<file path="src/rtl/pse_pkg.sv">
// Shared constants, types and helper functions of the polyline stroke expander.
package pse_pkg;

  // Point and vertex coordinates: two's complement, 8 fraction bits
  localparam int unsigned CoordW   = 24;
  // Vertex sum before saturation: coordinate plus a signed offset
  localparam int unsigned SumW     = CoordW + 2;
  // |dx| and |dy| fit in the coordinate width
  localparam int unsigned MagW     = CoordW;
  localparam int unsigned ProdW    = 2 * MagW;
  // Sum of squares: strictly below 2^49
  localparam int unsigned Dist2W   = ProdW + 1;
  // Radicand is the sum of squares shifted up by 14 bits
  localparam int unsigned RootFrac = 14;
  localparam int unsigned RootW    = 32;
  localparam int unsigned SrcW     = 2 * RootW;
  localparam int unsigned RemW     = RootW + 2;

  // Register widths
  localparam int unsigned WidthW   = 16;
  localparam int unsigned ColorW   = 32;
  localparam int unsigned TexW     = 16;
  localparam int unsigned IndexW   = 32;

  // |c| * width stays below 2^40, times 64 plus the rounding term below 2^47
  localparam int unsigned ScaleW   = MagW + WidthW;
  localparam int unsigned ScaleSh  = 6;
  localparam int unsigned DivW     = ScaleW + ScaleSh + 1;
  // Offset magnitude never exceeds half the width plus one
  localparam int unsigned QuotW    = 17;
  localparam int unsigned OffW     = QuotW;

  // Configuration port
  localparam int unsigned CfgIdxW  = 2;
  localparam int unsigned CfgDataW = 32;
  localparam logic [CfgIdxW-1:0] RegStrokeWidth = 2'd0;
  localparam logic [CfgIdxW-1:0] RegStrokeColor = 2'd1;
  localparam logic [CfgIdxW-1:0] RegWhiteU      = 2'd2;
  localparam logic [CfgIdxW-1:0] RegWhiteV      = 2'd3;

  localparam logic [WidthW-1:0] StrokeWidthRst = 16'd256;
  localparam logic [ColorW-1:0] StrokeColorRst = 32'hFFFF_FFFF;
  localparam logic [TexW-1:0]   WhiteURst      = 16'd0;
  localparam logic [TexW-1:0]   WhiteVRst      = 16'd0;

  // Record kinds
  localparam logic KindVertex = 1'b0;
  localparam logic KindIndex  = 1'b1;

  // Records per segment: four vertices, then six indices
  localparam int unsigned NumVerts  = 4;
  localparam int unsigned NumRecs   = 10;
  localparam int unsigned RecCntW   = 4;

  // Commands to the shared root/divide unit
  typedef struct packed {
    logic root;
    logic div;
  } rdu_cmd_t;

  // Offset of index record k from the segment's base vertex
  function automatic logic [1:0] tri_ofs(input logic [2:0] k);
    logic [1:0] r;
    unique case (k)
      3'd0:    r = 2'd0;
      3'd1:    r = 2'd1;
      3'd2:    r = 2'd2;
      3'd3:    r = 2'd0;
      3'd4:    r = 2'd2;
      3'd5:    r = 2'd3;
      default: r = 2'd0;
    endcase
    return r;
  endfunction

  // Clamp a vertex sum to the coordinate range
  function automatic logic signed [CoordW-1:0] sat_coord(input logic signed [SumW-1:0] v);
    logic signed [SumW-1:0] hi;
    logic signed [SumW-1:0] lo;
    logic signed [CoordW-1:0] r;
    hi = SumW'((2 ** (CoordW - 1)) - 1);
    lo = -hi - SumW'(1);
    if (v > hi) begin
      r = hi[CoordW-1:0];
    end else if (v < lo) begin
      r = lo[CoordW-1:0];
    end else begin
      r = v[CoordW-1:0];
    end
    return r;
  endfunction

endpackage

</file>
<file path="src/rtl/pse_if.sv">
// Valid/ready channel interfaces for input points and output records.
interface pse_point_if;
  logic                                valid;
  logic                                ready;
  logic signed [pse_pkg::CoordW-1:0]   point_x;
  logic signed [pse_pkg::CoordW-1:0]   point_y;
  logic                                path_start;

  modport source (output valid, point_x, point_y, path_start, input ready);
  modport sink   (input valid, point_x, point_y, path_start, output ready);
endinterface

interface pse_record_if;
  logic                                valid;
  logic                                ready;
  logic                                record_kind;
  logic signed [pse_pkg::CoordW-1:0]   vert_x;
  logic signed [pse_pkg::CoordW-1:0]   vert_y;
  logic [pse_pkg::TexW-1:0]            vert_u;
  logic [pse_pkg::TexW-1:0]            vert_v;
  logic [pse_pkg::ColorW-1:0]          vert_color;
  logic [pse_pkg::IndexW-1:0]          index_value;
  logic                                last_of_segment;

  modport source (output valid, record_kind, vert_x, vert_y, vert_u, vert_v, vert_color,
                  index_value, last_of_segment, input ready);
  modport sink   (input valid, record_kind, vert_x, vert_y, vert_u, vert_v, vert_color,
                  index_value, last_of_segment, output ready);
endinterface

</file>
<file path="src/rtl/pse_smul.sv">
// Two-lane bit-serial shift-and-add multiplier, one multiplier bit per cycle.
module pse_smul (
  input  logic                                    clk_i,
  input  logic                                    rst_ni,
  input  logic                                    start_i,
  input  logic [1:0][pse_pkg::MagW-1:0]           a_i,
  input  logic [1:0][pse_pkg::MagW-1:0]           b_i,
  output logic                                    done_o,
  output logic [1:0][pse_pkg::ProdW-1:0]          prod_o
);

  localparam int unsigned CntW = $clog2(pse_pkg::MagW);

  logic [1:0][pse_pkg::ProdW-1:0] prod_q, prod_d;
  logic [1:0][pse_pkg::MagW-1:0]  a_q;
  logic [CntW-1:0]                cnt_q;
  logic                           busy_q;
  logic                           done_q;
  logic [1:0][pse_pkg::MagW:0]    sum;

  // Add the multiplicand into the upper half when the low bit is set, then shift right
  always_comb begin
    for (int l = 0; l < 2; l++) begin
      sum[l] = {1'b0, prod_q[l][pse_pkg::ProdW-1:pse_pkg::MagW]}
             + (prod_q[l][0] ? {1'b0, a_q[l]} : '0);
      prod_d[l] = {sum[l], prod_q[l][pse_pkg::MagW-1:1]};
    end
  end

  always_ff @(posedge clk_i or negedge rst_ni) begin
    if (!rst_ni) begin
      busy_q <= 1'b0;
      done_q <= 1'b0;
      cnt_q  <= '0;
    end else begin
      done_q <= 1'b0;
      if (start_i) begin
        busy_q <= 1'b1;
        cnt_q  <= '0;
      end else if (busy_q) begin
        cnt_q <= cnt_q + CntW'(1);
        if (cnt_q == CntW'(pse_pkg::MagW - 1)) begin
          busy_q <= 1'b0;
          done_q <= 1'b1;
        end
      end
    end
  end

  always_ff @(posedge clk_i) begin
    if (start_i) begin
      for (int l = 0; l < 2; l++) begin
        prod_q[l] <= {{pse_pkg::MagW{1'b0}}, b_i[l]};
        a_q[l]    <= a_i[l];
      end
    end else if (busy_q) begin
      prod_q <= prod_d;
    end
  end

  assign done_o = done_q;
  assign prod_o = prod_q;

endmodule

</file>
<file path="src/rtl/pse_rdu.sv">
// Shared digit-serial unit: restoring square root (2 radicand bits a cycle) and division.
module pse_rdu (
  input  logic                          clk_i,
  input  logic                          rst_ni,
  input  pse_pkg::rdu_cmd_t             cmd_i,
  input  logic [pse_pkg::SrcW-1:0]      radicand_i,
  input  logic [pse_pkg::DivW-1:0]      dividend_i,
  input  logic [pse_pkg::RootW-1:0]     divisor_i,
  output logic                          busy_o,
  output logic                          done_o,
  output logic [pse_pkg::RootW-1:0]     result_o
);

  localparam int unsigned CntW = $clog2(pse_pkg::RootW);
  localparam int unsigned TopW = pse_pkg::DivW - pse_pkg::QuotW;

  logic [pse_pkg::RemW-1:0]  rem_q;
  logic [pse_pkg::RootW-1:0] res_q;
  logic [pse_pkg::SrcW-1:0]  src_q;
  logic [CntW-1:0]           cnt_q;
  logic                      root_q;
  logic                      busy_q;
  logic                      done_q;

  logic [pse_pkg::RemW-1:0]  rem_sh;
  logic [pse_pkg::RemW-1:0]  operand;
  logic [pse_pkg::RemW:0]    diff;
  logic                      fits;
  logic                      last;

  always_comb begin
    if (root_q) begin
      rem_sh  = {rem_q[pse_pkg::RemW-3:0], src_q[pse_pkg::SrcW-1 -: 2]};
      operand = {res_q, 2'b01};
      last    = (cnt_q == CntW'(pse_pkg::RootW - 1));
    end else begin
      rem_sh  = {rem_q[pse_pkg::RemW-2:0], src_q[pse_pkg::SrcW-1]};
      operand = {2'b00, divisor_i};
      last    = (cnt_q == CntW'(pse_pkg::QuotW - 1));
    end
    diff = {1'b0, rem_sh} - {1'b0, operand};
    fits = !diff[pse_pkg::RemW];
  end

  always_ff @(posedge clk_i or negedge rst_ni) begin
    if (!rst_ni) begin
      busy_q <= 1'b0;
      done_q <= 1'b0;
      root_q <= 1'b0;
      cnt_q  <= '0;
    end else begin
      done_q <= 1'b0;
      priority if (cmd_i.root) begin
        busy_q <= 1'b1;
        root_q <= 1'b1;
        cnt_q  <= '0;
      end else if (cmd_i.div) begin
        busy_q <= 1'b1;
        root_q <= 1'b0;
        cnt_q  <= '0;
      end else if (busy_q) begin
        cnt_q <= cnt_q + CntW'(1);
        if (last) begin
          busy_q <= 1'b0;
          done_q <= 1'b1;
        end
      end
    end
  end

  always_ff @(posedge clk_i) begin
    priority if (cmd_i.root) begin
      rem_q <= '0;
      res_q <= '0;
      src_q <= radicand_i;
    end else if (cmd_i.div) begin
      // Quotient fits in QuotW bits, so the top bits start below the divisor
      rem_q <= {{(pse_pkg::RemW - TopW){1'b0}},
                dividend_i[pse_pkg::DivW-1:pse_pkg::QuotW]};
      res_q <= '0;
      src_q <= {dividend_i[pse_pkg::QuotW-1:0], {(pse_pkg::SrcW - pse_pkg::QuotW){1'b0}}};
    end else if (busy_q) begin
      rem_q <= fits ? diff[pse_pkg::RemW-1:0] : rem_sh;
      res_q <= {res_q[pse_pkg::RootW-2:0], fits};
      src_q <= root_q ? {src_q[pse_pkg::SrcW-3:0], 2'b00} : {src_q[pse_pkg::SrcW-2:0], 1'b0};
    end
  end

  assign busy_o   = busy_q;
  assign done_o   = done_q;
  assign result_o = res_q;

endmodule

</file>
<file path="src/rtl/polyline_stroke_expander.sv">
// Polyline stroke expander: turns polyline points into quad vertices and triangle indices.
//
// point_i takes one point per word (x, y, path_start). A path-start point, or any point
// before the first one, is only latched. Every other point closes a segment and produces
// ten words on record_o: four vertex records, then six index records, the tenth flagged
// last_of_segment. From acceptance to the last record loaded, a segment passes through a
// 24-step bit-serial multiply for the squares, a 32-step square root, a 24-step multiply
// by the width and two 17-step divisions on the shared root/divide unit, then loads one
// record a cycle while the output register is free. A zero-length segment skips the
// root, the multiply by the width and the divisions.
// point_i.ready is high only while the block is idle; the last record may still wait
// in the output register while the next point is accepted.
// If record_o stalls, the record held in the output register stays stable and record
// generation pauses. Configuration writes on cfg_* take effect at the next edge and are
// meant for idle periods. Reset clears the previous point, the vertex counter and the
// output valid, and loads the register defaults (width 1.0, white opaque colour, uv 0).
module polyline_stroke_expander (
  input  logic                           clk_i,
  input  logic                           rst_ni,
  pse_point_if.sink                      point_i,
  pse_record_if.source                   record_o,
  input  logic                           cfg_we_i,
  input  logic [pse_pkg::CfgIdxW-1:0]    cfg_idx_i,
  input  logic [pse_pkg::CfgDataW-1:0]   cfg_data_i
);

  localparam int unsigned StW = 3;
  localparam logic [StW-1:0] StIdle   = 3'd0;
  localparam logic [StW-1:0] StSquare = 3'd1;
  localparam logic [StW-1:0] StRoot   = 3'd2;
  localparam logic [StW-1:0] StScale  = 3'd3;
  localparam logic [StW-1:0] StDivX   = 3'd4;
  localparam logic [StW-1:0] StDivY   = 3'd5;
  localparam logic [StW-1:0] StEmit   = 3'd6;

  localparam int unsigned CW = pse_pkg::CoordW;

  // Configuration registers
  logic [pse_pkg::WidthW-1:0] width_q;
  logic [pse_pkg::ColorW-1:0] color_q;
  logic [pse_pkg::TexW-1:0]   white_u_q;
  logic [pse_pkg::TexW-1:0]   white_v_q;

  // Segment state
  logic [StW-1:0]                 state_q;
  logic signed [CW-1:0]           prev_x_q, prev_y_q;
  logic signed [CW-1:0]           cur_x_q, cur_y_q;
  logic                           have_prev_q;
  logic [pse_pkg::IndexW-1:0]     vcount_q;
  logic [pse_pkg::MagW-1:0]       adx_q, ady_q;
  logic                           neg_x_q, neg_y_q;
  logic [pse_pkg::RootW-1:0]      len_q;
  logic [pse_pkg::OffW-1:0]       offx_q, offy_q;
  logic [pse_pkg::RecCntW-1:0]    rec_q;

  // Output register
  logic                           out_valid_q;
  logic                           kind_q;
  logic signed [CW-1:0]           vx_q, vy_q;
  logic [pse_pkg::TexW-1:0]       vu_q, vv_q;
  logic [pse_pkg::ColorW-1:0]     vcolor_q;
  logic [pse_pkg::IndexW-1:0]     index_q;
  logic                           last_q;

  logic                           in_acc;
  logic                           seg_start;
  logic signed [CW:0]             dx_c, dy_c;
  logic [pse_pkg::MagW-1:0]       adx_c, ady_c;

  logic                           mul_start;
  logic [1:0][pse_pkg::MagW-1:0]  mul_a, mul_b;
  logic                           mul_done;
  logic [1:0][pse_pkg::ProdW-1:0] mul_prod;
  logic [pse_pkg::Dist2W-1:0]     dist2;

  pse_pkg::rdu_cmd_t              rdu_cmd;
  logic [pse_pkg::SrcW-1:0]       radicand;
  logic [pse_pkg::DivW-1:0]       dividend;
  logic                           rdu_busy;
  logic                           rdu_done;
  logic [pse_pkg::RootW-1:0]      rdu_result;

  logic                           emit_load;
  logic signed [pse_pkg::OffW:0]  ox_s, oy_s;
  logic signed [CW-1:0]           base_x, base_y;
  logic signed [pse_pkg::SumW-1:0] sum_x, sum_y;
  logic [1:0]                     tri_k;
  logic                           rec_is_vert;
  logic                           rec_is_last;

  assign point_i.ready = (state_q == StIdle);
  assign in_acc        = point_i.valid && point_i.ready;
  assign seg_start     = in_acc && !point_i.path_start && have_prev_q;

  always_comb begin
    dx_c  = $signed({point_i.point_x[CW-1], point_i.point_x})
          - $signed({prev_x_q[CW-1], prev_x_q});
    dy_c  = $signed({point_i.point_y[CW-1], point_i.point_y})
          - $signed({prev_y_q[CW-1], prev_y_q});
    adx_c = dx_c[CW] ? pse_pkg::MagW'(-dx_c) : pse_pkg::MagW'(dx_c);
    ady_c = dy_c[CW] ? pse_pkg::MagW'(-dy_c) : pse_pkg::MagW'(dy_c);
  end

  // Multiplier: squares on segment start, then |c| * width after the root
  always_comb begin
    if (state_q == StIdle) begin
      mul_a[0] = adx_c;
      mul_b[0] = adx_c;
      mul_a[1] = ady_c;
      mul_b[1] = ady_c;
    end else begin
      mul_a[0] = adx_q;
      mul_b[0] = {{(pse_pkg::MagW - pse_pkg::WidthW){1'b0}}, width_q};
      mul_a[1] = ady_q;
      mul_b[1] = {{(pse_pkg::MagW - pse_pkg::WidthW){1'b0}}, width_q};
    end
    mul_start = seg_start || ((state_q == StRoot) && rdu_done);
  end

  pse_smul u_smul (
    .clk_i   (clk_i),
    .rst_ni  (rst_ni),
    .start_i (mul_start),
    .a_i     (mul_a),
    .b_i     (mul_b),
    .done_o  (mul_done),
    .prod_o  (mul_prod)
  );

  always_comb begin
    dist2    = {1'b0, mul_prod[0]} + {1'b0, mul_prod[1]};
    radicand = {{(pse_pkg::SrcW - pse_pkg::Dist2W - pse_pkg::RootFrac){1'b0}}, dist2,
                {pse_pkg::RootFrac{1'b0}}};
    // Numerator |c| * width * 64 plus half the length, for round to nearest
    dividend = {1'b0, mul_prod[state_q == StScale ? 0 : 1][pse_pkg::ScaleW-1:0],
                {pse_pkg::ScaleSh{1'b0}}}
             + pse_pkg::DivW'(len_q[pse_pkg::RootW-1:1]);
    rdu_cmd.root = (state_q == StSquare) && mul_done && (dist2 != '0);
    rdu_cmd.div  = ((state_q == StScale) && mul_done) || ((state_q == StDivX) && rdu_done);
  end

  pse_rdu u_rdu (
    .clk_i      (clk_i),
    .rst_ni     (rst_ni),
    .cmd_i      (rdu_cmd),
    .radicand_i (radicand),
    .dividend_i (dividend),
    .divisor_i  (len_q),
    .busy_o     (rdu_busy),
    .done_o     (rdu_done),
    .result_o   (rdu_result)
  );

  // Record generation
  always_comb begin
    emit_load   = (state_q == StEmit) && (!out_valid_q || record_o.ready);
    rec_is_vert = (rec_q < pse_pkg::RecCntW'(pse_pkg::NumVerts));
    rec_is_last = (rec_q == pse_pkg::RecCntW'(pse_pkg::NumRecs - 1));
    ox_s = neg_x_q ? -$signed({1'b0, offx_q}) : $signed({1'b0, offx_q});
    oy_s = neg_y_q ? -$signed({1'b0, offy_q}) : $signed({1'b0, offy_q});
    // Vertices 1 and 2 sit on the new point, 0 and 3 on the previous one
    if ((rec_q == pse_pkg::RecCntW'(1)) || (rec_q == pse_pkg::RecCntW'(2))) begin
      base_x = cur_x_q;
      base_y = cur_y_q;
    end else begin
      base_x = prev_x_q;
      base_y = prev_y_q;
    end
    if (rec_q < pse_pkg::RecCntW'(2)) begin
      sum_x = pse_pkg::SumW'(base_x) + pse_pkg::SumW'(oy_s);
      sum_y = pse_pkg::SumW'(base_y) - pse_pkg::SumW'(ox_s);
    end else begin
      sum_x = pse_pkg::SumW'(base_x) - pse_pkg::SumW'(oy_s);
      sum_y = pse_pkg::SumW'(base_y) + pse_pkg::SumW'(ox_s);
    end
    tri_k = pse_pkg::tri_ofs(3'(rec_q - pse_pkg::RecCntW'(pse_pkg::NumVerts)));
  end

  // Configuration writes
  always_ff @(posedge clk_i or negedge rst_ni) begin
    if (!rst_ni) begin
      width_q   <= pse_pkg::StrokeWidthRst;
      color_q   <= pse_pkg::StrokeColorRst;
      white_u_q <= pse_pkg::WhiteURst;
      white_v_q <= pse_pkg::WhiteVRst;
    end else if (cfg_we_i) begin
      unique case (cfg_idx_i)
        pse_pkg::RegStrokeWidth: width_q   <= cfg_data_i[pse_pkg::WidthW-1:0];
        pse_pkg::RegStrokeColor: color_q   <= cfg_data_i[pse_pkg::ColorW-1:0];
        pse_pkg::RegWhiteU:      white_u_q <= cfg_data_i[pse_pkg::TexW-1:0];
        pse_pkg::RegWhiteV:      white_v_q <= cfg_data_i[pse_pkg::TexW-1:0];
        default: ;
      endcase
    end
  end

  // Sequencer and model state
  always_ff @(posedge clk_i or negedge rst_ni) begin
    if (!rst_ni) begin
      state_q     <= StIdle;
      prev_x_q    <= '0;
      prev_y_q    <= '0;
      have_prev_q <= 1'b0;
      vcount_q    <= '0;
      rec_q       <= '0;
    end else begin
      unique case (state_q)
        StIdle: begin
          if (in_acc && !seg_start) begin
            prev_x_q    <= point_i.point_x;
            prev_y_q    <= point_i.point_y;
            have_prev_q <= 1'b1;
          end else if (seg_start) begin
            state_q <= StSquare;
          end
        end
        StSquare: begin
          if (mul_done) begin
            rec_q   <= '0;
            state_q <= (dist2 == '0) ? StEmit : StRoot;
          end
        end
        StRoot: begin
          if (rdu_done) begin
            state_q <= StScale;
          end
        end
        StScale: begin
          if (mul_done) begin
            state_q <= StDivX;
          end
        end
        StDivX: begin
          if (rdu_done) begin
            state_q <= StDivY;
          end
        end
        StDivY: begin
          if (rdu_done) begin
            rec_q   <= '0;
            state_q <= StEmit;
          end
        end
        StEmit: begin
          if (emit_load) begin
            rec_q <= rec_q + pse_pkg::RecCntW'(1);
            if (rec_is_last) begin
              prev_x_q <= cur_x_q;
              prev_y_q <= cur_y_q;
              vcount_q <= vcount_q + pse_pkg::IndexW'(pse_pkg::NumVerts);
              state_q  <= StIdle;
            end
          end
        end
        default: state_q <= StIdle;
      endcase
    end
  end

  // Segment datapath registers
  always_ff @(posedge clk_i) begin
    if (seg_start) begin
      cur_x_q <= point_i.point_x;
      cur_y_q <= point_i.point_y;
      adx_q   <= adx_c;
      ady_q   <= ady_c;
      neg_x_q <= dx_c[CW];
      neg_y_q <= dy_c[CW];
    end
    if ((state_q == StSquare) && mul_done && (dist2 == '0)) begin
      offx_q <= '0;
      offy_q <= '0;
    end
    if ((state_q == StRoot) && rdu_done) begin
      len_q <= rdu_result;
    end
    if ((state_q == StDivX) && rdu_done) begin
      offx_q <= rdu_result[pse_pkg::OffW-1:0];
    end
    if ((state_q == StDivY) && rdu_done) begin
      offy_q <= rdu_result[pse_pkg::OffW-1:0];
    end
  end

  // Output register: hold while stalled, load the next record when free
  always_ff @(posedge clk_i or negedge rst_ni) begin
    if (!rst_ni) begin
      out_valid_q <= 1'b0;
    end else if (emit_load) begin
      out_valid_q <= 1'b1;
    end else if (record_o.ready) begin
      out_valid_q <= 1'b0;
    end
  end

  always_ff @(posedge clk_i) begin
    if (emit_load) begin
      if (rec_is_vert) begin
        kind_q   <= pse_pkg::KindVertex;
        vx_q     <= pse_pkg::sat_coord(sum_x);
        vy_q     <= pse_pkg::sat_coord(sum_y);
        vu_q     <= white_u_q;
        vv_q     <= white_v_q;
        vcolor_q <= color_q;
        index_q  <= '0;
        last_q   <= 1'b0;
      end else begin
        kind_q   <= pse_pkg::KindIndex;
        vx_q     <= '0;
        vy_q     <= '0;
        vu_q     <= '0;
        vv_q     <= '0;
        vcolor_q <= '0;
        index_q  <= vcount_q + pse_pkg::IndexW'(tri_k);
        last_q   <= rec_is_last;
      end
    end
  end

  assign record_o.valid           = out_valid_q;
  assign record_o.record_kind     = kind_q;
  assign record_o.vert_x          = vx_q;
  assign record_o.vert_y          = vy_q;
  assign record_o.vert_u          = vu_q;
  assign record_o.vert_v          = vv_q;
  assign record_o.vert_color      = vcolor_q;
  assign record_o.index_value     = index_q;
  assign record_o.last_of_segment = last_q;

  // The shared unit only gets a new command once the previous one has finished
  a_rdu_free: assert property (@(posedge clk_i) disable iff (!rst_ni)
    (rdu_cmd.root || rdu_cmd.div) |-> !rdu_busy)
    else $error("root/divide unit started while busy");

  // Offset quotient fits in OffW bits: its upper result bits are zero
  a_off_range: assert property (@(posedge clk_i) disable iff (!rst_ni)
    (((state_q == StDivX) || (state_q == StDivY)) && rdu_done)
      |-> (rdu_result[pse_pkg::RootW-1:pse_pkg::OffW] == '0))
    else $error("offset quotient out of range");

  // Closing a segment advances the vertex counter by one quad
  a_vcount: assert property (@(posedge clk_i) disable iff (!rst_ni)
    (emit_load && rec_is_last)
      |=> (vcount_q == $past(vcount_q) + pse_pkg::IndexW'(pse_pkg::NumVerts)))
    else $error("vertex counter not advanced by four");

  // The segment end flag only ever rides on an index record
  a_last_kind: assert property (@(posedge clk_i) disable iff (!rst_ni)
    (out_valid_q && last_q) |-> (kind_q == pse_pkg::KindIndex))
    else $error("last_of_segment on a vertex record");

endmodule

</file>
<file path="src/flat_wrapper.sv">
// flat-port wrapper written by rule: the top's interface ports become plain ports
module polyline_stroke_expander_flat 
  (clk_i, rst_ni, cfg_we_i, cfg_idx_i, cfg_data_i, point_i_valid, point_i_point_x, point_i_point_y, point_i_path_start, point_i_ready, record_o_valid, record_o_record_kind, record_o_vert_x, record_o_vert_y, record_o_vert_u, record_o_vert_v, record_o_vert_color, record_o_index_value, record_o_last_of_segment, record_o_ready);
  pse_point_if point_i_i ();
  pse_record_if record_o_i ();
  input  logic clk_i;
  input  logic rst_ni;
  input  logic cfg_we_i;
  input  logic [pse_pkg::CfgIdxW-1:0] cfg_idx_i;
  input  logic [pse_pkg::CfgDataW-1:0] cfg_data_i;
  input wire logic [$bits(point_i_i.valid)-1:0] point_i_valid;
  input wire logic [$bits(point_i_i.point_x)-1:0] point_i_point_x;
  input wire logic [$bits(point_i_i.point_y)-1:0] point_i_point_y;
  input wire logic [$bits(point_i_i.path_start)-1:0] point_i_path_start;
  output wire logic [$bits(point_i_i.ready)-1:0] point_i_ready;
  output wire logic [$bits(record_o_i.valid)-1:0] record_o_valid;
  output wire logic [$bits(record_o_i.record_kind)-1:0] record_o_record_kind;
  output wire logic [$bits(record_o_i.vert_x)-1:0] record_o_vert_x;
  output wire logic [$bits(record_o_i.vert_y)-1:0] record_o_vert_y;
  output wire logic [$bits(record_o_i.vert_u)-1:0] record_o_vert_u;
  output wire logic [$bits(record_o_i.vert_v)-1:0] record_o_vert_v;
  output wire logic [$bits(record_o_i.vert_color)-1:0] record_o_vert_color;
  output wire logic [$bits(record_o_i.index_value)-1:0] record_o_index_value;
  output wire logic [$bits(record_o_i.last_of_segment)-1:0] record_o_last_of_segment;
  input wire logic [$bits(record_o_i.ready)-1:0] record_o_ready;
  assign point_i_i.valid = point_i_valid;
  assign point_i_i.point_x = point_i_point_x;
  assign point_i_i.point_y = point_i_point_y;
  assign point_i_i.path_start = point_i_path_start;
  assign point_i_ready = point_i_i.ready;
  assign record_o_valid = record_o_i.valid;
  assign record_o_record_kind = record_o_i.record_kind;
  assign record_o_vert_x = record_o_i.vert_x;
  assign record_o_vert_y = record_o_i.vert_y;
  assign record_o_vert_u = record_o_i.vert_u;
  assign record_o_vert_v = record_o_i.vert_v;
  assign record_o_vert_color = record_o_i.vert_color;
  assign record_o_index_value = record_o_i.index_value;
  assign record_o_last_of_segment = record_o_i.last_of_segment;
  assign record_o_i.ready = record_o_ready;
  polyline_stroke_expander u_core (.clk_i(clk_i), .rst_ni(rst_ni), .point_i(point_i_i), .record_o(record_o_i), .cfg_we_i(cfg_we_i), .cfg_idx_i(cfg_idx_i), .cfg_data_i(cfg_data_i));
endmodule
</file>
<file path="config.mk">
export PLATFORM = sky130hd
export DESIGN_NAME = polyline_stroke_expander_flat
export DESIGN_NICKNAME = d
export VERILOG_FILES = /design/src/rtl/pse_pkg.sv /design/src/rtl/pse_if.sv /design/src/rtl/pse_smul.sv /design/src/rtl/pse_rdu.sv /design/src/rtl/polyline_stroke_expander.sv /design/src/flat_wrapper.sv
export SDC_FILE = /design/constraint.sdc
export NUM_CORES = 2
export LEC_CHECK = 0
export BUFFER_PORTS_ARGS = -buffer_cell sky130_fd_sc_hd__clkbuf_2
export CORE_MARGIN = 4
export CORE_UTILIZATION = 24
export CTS_CLUSTER_SIZE = 24
export DETAILED_ROUTE_END_ITERATION = 6
export PLACE_DENSITY_LB_ADDON = 0.2
export SETUP_SLACK_MARGIN = 0.4
export SLEW_MARGIN = 20
export SYNTH_ARGS = -nofsm -noshare
export SYNTH_HDL_FRONTEND = slang
export SYNTH_SLANG_ARGS = --single-unit
</file>
<file path="constraint.sdc">
create_clock -name clk_i -period 12.7 [get_ports clk_i]
set_input_delay 1.27 -clock clk_i [delete_from_list [all_inputs] [get_ports clk_i]]
set_output_delay 1.27 -clock clk_i [all_outputs]
set_load 0.01 [all_outputs]
</file>
=== Word level (Yosys, flattened, before mapping) ===
Cells that the tools add are included.

* Magnitude comparators: 7
* Multiplexer cells: 83
* Reduce and logical (&&, ||, !) cells: 46
* Bitwise gates (word level): 1
* Eq/ne operators: 29
* Add/sub/neg operators: 21

{| class="wikitable"
|+ Operators by type and width
! kind !! number
|-
| $mux 24 || 14
|-
| $mux 64 || 3
|-
| $mux 72 || 2
|-
| $mux 40 || 3
|-
| $mux 48 || 2
|-
| $pmux 24 s2 || 2
|-
| $mux 34 || 2
|-
| $mux 63 || 1
|-
| $mux 30 || 2
|-
| $gt 26x24->1 const B || 2
|-
| $lt 26x24->1 const B || 2
|-
| $mux 26 || 2
|-
| $mux 17 || 3
|-
| $add 24x18->25 || 2
|-
| $add 24x24->25 || 2
|-
| $sub 24x18->25 || 2
|-
| $sub 24x24->25 || 2
|-
| $add 48x48->49 || 1
|-
| $logic_not 49->1 || 1
|-
| $reduce_bool 49->1 || 1
|-
| $neg 24->24 || 2
|-
| $add 46x31->47 || 1
|-
| $mux 23 || 2
|-
| $mux 18 || 2
|-
| other kinds (42) || 129
|}

* Bits of input ports: 88
* Register bits after elaboration: 767
* Output and inout bits: 148
* Logic and storage cells: 236

=== Longest topological paths before layout ===
* Depth in word-level cells: 8
* Gate-level depth with buffers: 28
* Depth with buffers taken out: 26

=== Hierarchy ===
From an unflattened synthesis, not the netlist that was laid out.

* Cells, all modules: 5172
* Area, all modules: 49930.4 µm²

{| class="wikitable"
|+ By module, submodules not included
! module !! cells an instance !! area each (µm²) !! times used !! seq. area each (µm²)
|-
| polyline_stroke_expander || 3388 || 32363.5 || 1 || 13529.2
|-
| pse_rdu || 964 || 8984.9 || 1 || 3423.3
|-
| pse_smul || 820 || 8582.0 || 1 || 4018.9
|}

=== Worst setup path after synthesis ===
No wires, ideal clock.

* Path kind: flip-flop to flip-flop
* From: reg u_core.state_q[1]
* To: reg u_core.u_smul.a_q[0] in the netlist's numbering (enable)
* Buffers on the path: 3
* Required time: 12269 ps
* Setup time: 431 ps
* Slack: 5403 ps
* Cell stages (with the launch flop): 8
* Period minus slack after synthesis: 7297 ps
* Arrival time: 6866 ps
* Path through: dfrtp_1 clkbuf_1 inv_1 nor4b_1 nor2_1 clkinv_1 clkbuf_1 clkbuf_1

* Cells in the longest elaborated chain, start to end: 5
* Elaborated cells on any way between the ends: 7
* Those cells by class: 1 x eq/ne; 6 x reduce/logical

{| class="wikitable"
|+ Ends and longest elaborated chain
! element !! line !! text
|-
| from (decl) || polyline_stroke_expander.sv:45 || <nowiki>logic [StW-1:0] state_q;</nowiki>
|-
| from (signal assigned) || polyline_stroke_expander.sv:200 || <nowiki>state_q <= StIdle;</nowiki>
|-
| from (signal assigned) || polyline_stroke_expander.sv:214 || <nowiki>state_q <= StSquare;</nowiki>
|-
| from (signal assigned) || polyline_stroke_expander.sv:220 || <nowiki>state_q <= (dist2 == '0) ? StEmit : StRoot;</nowiki>
|-
| $logic_not 3->1 || polyline_stroke_expander.sv:91 || <nowiki>assign point_i.ready = (state_q == StIdle);</nowiki>
|-
| $logic_and 1x1->1 || polyline_stroke_expander.sv:92 || <nowiki>assign in_acc = point_i.valid && point_i.ready;</nowiki>
|-
| $logic_and 1x1->1 (2 in a row) || polyline_stroke_expander.sv:93 || <nowiki>assign seg_start = in_acc && !point_i.path_start && have_prev_q;</nowiki>
|-
| $logic_or 1x1->1 (*) || polyline_stroke_expander.sv:117 || <nowiki>mul_start = seg_start || ((state_q == StRoot) && rdu_done);</nowiki>
|-
| to (signal, indexed assignment) || pse_smul.sv:54 || <nowiki>a_q[l] <= a_i[l];</nowiki>
|-
| to (decl) || pse_smul.sv:15 || <nowiki>logic [1:0][pse_pkg::MagW-1:0] a_q;</nowiki>
|}

Every way passes the cells marked *; elsewhere a longest branch is shown, timed or not.
A chain may end at the register's enable or synchronous reset.

=== Worst setup path after layout ===
* From: reg u_core.offx_q[0] in the netlist's numbering
* To: reg u_core.vy_q[14] (netlist: u_core.record_o.vert_y[14]) (data pin)

* Cells in the longest elaborated chain, start to end: 7
* Elaborated cells on any way between the ends: 9
* Those cells by class: 3 x add/sub; 2 x order compare; 4 x mux

{| class="wikitable"
|+ Ends and longest elaborated chain
! element !! line !! text
|-
| from (decl) || polyline_stroke_expander.sv:53 || <nowiki>logic [pse_pkg::OffW-1:0] offx_q, offy_q;</nowiki>
|-
| from (signal assigned) || polyline_stroke_expander.sv:278 || <nowiki>offx_q <= rdu_result[pse_pkg::OffW-1:0];</nowiki>
|-
| $neg 17->18 || polyline_stroke_expander.sv:159 || <nowiki>ox_s = neg_x_q ? -$signed({1'b0, offx_q}) : $signed({1'b0, offx_q});</nowiki>
|-
| $mux 18 (*) || polyline_stroke_expander.sv:159 ||
|-
| $add 24x18->25 / $sub 24x18->25 (equally long branches) || polyline_stroke_expander.sv:174, polyline_stroke_expander.sv:171 ||
|-
| $mux 26 (*) || polyline_stroke_expander.sv:169 || <nowiki>if (rec_q < pse_pkg::RecCntW'(2)) begin</nowiki>
|-
| $lt 26x24->1 || pse_pkg.sv:85 || <nowiki>end else if (v < lo) begin</nowiki>
|-
| $mux 24 || pse_pkg.sv:85 ||
|-
| $mux 23 (*) || pse_pkg.sv:83 || <nowiki>if (v > hi) begin</nowiki>
|-
| to (signal assigned) || polyline_stroke_expander.sv:301 || <nowiki>vy_q <= pse_pkg::sat_coord(sum_y);</nowiki>
|-
| to (decl) || polyline_stroke_expander.sv:59 || <nowiki>logic signed [CW-1:0] vx_q, vy_q;</nowiki>
|}

Marks and branches as above.

==> run metrics <==
status=completed; crit path kind=flop to flop; clk sinks=751; Final Skew=0.0472 ns; Final WS setup=5.78 ns; CTS Buf Count=91; Worst setup EP type=flop; Max Cap Viol=0; die span in x=451 um; I/O Pins=236; CTS Buffer Depth=3; die area=203000 um2; row count=162; CTS tree=done; peak supply drop=0.000111 V; post-CTS sizing=0; fin crit period=6.92 ns; Via density=4.79; H-tree depth=3; vias=37100; gpl congestion=0.887; DRT Wirelength=165000 um; largest net degree at the start of global routing=98; crit path cell chain=inv_1, ha_1, or4b_2, o21ai_0, xor2_1, and2_1, nor3b_1, a21oi_1, xnor2_1, ha_1, a21o_1, a21oi_1, a21oi_1, a211o_1, o41ai_1, o22ai_1, o41ai_1, nand2b_1, a21oi_1, xor2_1, nand3_1, o21ai_0; antenna-violating nets left=0; Yosys cell types=89; setup TNS=0 ns; main flop type after synthesis=edfxtp_1; setup violators final=0; worst hold path type=flop to flop; Synth Instances=4863; initial antenna violation count=8; clock slew at reported path FFs=0.06 ns; 1st-iter DRT viols=2732; Post-synth EDFFs=455; Post-DP HPWL=125000 um; Ys Warns=0; initial core utilization=0.241; setup bufs post-CTS=0; Core Area=195000 um2; Clock Latency Late Sink=0.72 ns; clock root buffer=clkbuf_16; RSZ-0062 raised after global routing=no; design area=54300 um2; Final Max Tran Viols=0; startpoint types=flop; Buffers on Ports=235; achievable clock frequency=0.144 GHz; Post-Syn Area per Cell=9.68 um2; WP data required=13.24 ns; relative slew slack=0.244; synthesis-stage register bit count=751; CP arrival=7.46 ns; area delta synth->final=15.5%; pre-CTS setup slack=5.76 ns; most frequent CP cell=a21oi_1; Multi-input gate area=25200 um2; Die Y-Extent=451 um; first-pass GRT wire length=242000 um; Leak Pwr=0.0220 uW; Fillers=20700; total global routing overflow=0; fin crit share=0.545; Placed Area=51200 um2; DRC Markers=0; Seq/Total Area, Yosys=0.436; Crit-path slowest cell=or4b_2; PwrDens=274 nW/um2; Tot GR Track Use=0.157; synthesized area=47100 um2; Initial DRT Pass Iterations=5; Critical Path Fanout Max=18; hold_buf cts=0; Final #Nets=5393; Synth async-reset ratio=0.242; worst-margin pin slew=1.13 ns; Syn Nets=5222; DR WL/cell=21.4 um; layout cells sized above 1=0.130; final hold violations=0; Sequential Area=20500 um2; CP max stage delay=0.65 ns; vias in the first global route=35400
## metal layers
layer,global-route usage,vias up,part of all wire,routed length (um)
met3,0.0172,169,0.042,6950
li1,-,18000,-,-
met4,0.0474,0,0.027,4450
met1,0.214,18100,0.46,76500
met5,0,-,0,0
met2,0.259,844,0.47,77500
## final timing paths
path                                                 start                                       end  slack [ns]  cells past startpoint
max                         u_core.offx_q[0]$_SDFFCE_PN0P_  u_core.record_o.vert_y[14]$_SDFFCE_PP0P_        5.78                     22
max reg2reg                 u_core.offx_q[0]$_SDFFCE_PN0P_  u_core.record_o.vert_y[14]$_SDFFCE_PP0P_        5.78                     22
max in group asynchronous                           rst_ni           u_core.u_rdu.root_q$_DFFE_PN0P_       10.62                      2
min in group asynchronous                           rst_ni           u_core.vcount_q[19]$_DFFE_PN0P_        0.53                      1
min reg2reg                u_core.vcount_q[31]$_DFFE_PN0P_           u_core.vcount_q[31]$_DFFE_PN0P_        0.46                      1
min                        u_core.vcount_q[31]$_DFFE_PN0P_           u_core.vcount_q[31]$_DFFE_PN0P_        0.46                      1
## synthesized netlist by cell type, types with 16 or more instances
master    instances  area share
a31oi_1          49      0.0065
dfxtp_1         114       0.048
buf_1            16      0.0013
o211ai_1         30      0.0048
nand4_1          38      0.0051
or3_1            27      0.0036
o21ai_0         356       0.038
or4_1            17      0.0027
nor4_1           20      0.0027
mux2_2          117       0.028
a21o_1           90       0.014
dfstp_2          33       0.018
and2_1          177       0.024
nor2b_1          44      0.0058
a211oi_1         42      0.0067
inv_1           174       0.014
nand3_1          85      0.0090
o21bai_1         38      0.0061
dfrtp_1         149       0.079
xor2_1          127       0.024
o31ai_1          69       0.011
a22o_1           30      0.0056
edfxtp_1        455        0.29
xnor2_1         226       0.042
mux2i_1         212       0.045
nor2_1          373       0.030
a21oi_1         323       0.034
nand2_1         512       0.041
clkbuf_1        179       0.014
nor3_1           81      0.0086
o21a_1           69       0.011
nand2b_1         51      0.0068
or2_2            30      0.0040
ha_1            262       0.070
and3_1           41      0.0054
## stage by stage
step	instances	hold WS (ns)	power [uW]	utilization
after CTS	7737	0.463	15000	0.279
after floorplan	4863	0.426	9490	-
after global routing	7739	0.471	16000	0.279
final	7739	0.460	14900	0.279
after global placement	7565	0.443	12100	0.263
after detailed placement	7565	0.445	12200	0.263
## flip-flops by register name (all words and copies together) (netlist names), 17 cells and up
name	count
u_core.ady_q	24
u_core.u_rdu.result_o	32
u_core.record_o.vert_color	32
u_core.prev_x_q	24
u_core.prev_y_q	24
u_core.record_o.vert_x	24
u_core.record_o.index_value	32
u_core.offx_q	17
u_core.cur_y_q	24
u_core.u_smul.a_q	48
u_core.offy_q	17
u_core.cur_x_q	24
u_core.u_rdu.rem_q	33
u_core.len_q	32
u_core.vcount_q	30
u_core.record_o.vert_y	24
u_core.color_q	32
u_core.adx_q	24
u_core.u_rdu.src_q	50
u_core.u_smul.prod_o	96
## worst max-delay path, delay by kind of cell (launching register included)
kind / cells / cell delay, ns
buffers and inverters: 1 / 0.10
AND/OR/NAND/NOR: 5 / 1.98
adder cells (fa/ha/maj): 2 / 0.61
AO/OA/AOI/OAI: 11 / 2.82
flip-flops: 1 / 0.48
XOR/XNOR: 3 / 0.76
## power breakdown
group | switching (uW) | internal (uW)
Sequential | 566 | 3460
Clock | 1130 | 1590
Combinational | 5200 | 2970
Total | 6890 | 8020
## cell usage in the layout (no fill, tap or decap), types with 114 or more instances in the layout
cell type / n
a21oi_1: 322
and2_1: 177
clkbuf_2: 234
dfrtp_1: 146
dfxtp_1: 114
edfxtp_1: 455
ha_1: 262
inv_1: 171
mux2_2: 117
mux2i_1: 212
nand2_1: 512
nor2_1: 369
o21ai_0: 356
xnor2_1: 226
xor2_1: 127
## cell families (layout without fill, tap and decap cells)
family,after synthesis,count (layout),synth area share
simple gates,1539,1539,0.156
compound gates,1235,1235,0.164
flops,751,751,0.436
buf+inv,385,635,0.0312
xor+xnor,353,353,0.0657
mux,329,329,0.0731
fa+ha+maj,271,271,0.0735
other cells,0,2,0
## final cells by class
type,count,share of cell area
antenna,2,0.0000921
tap,2624,0.0604
timing repair buffer,286,0.0289
clock inverter,41,0.00898
inverter,177,0.0124
multi-input combinational,3727,0.463
clock buffer,131,0.0483
sequential,751,0.378
Power figures use the tool's default switching activity.
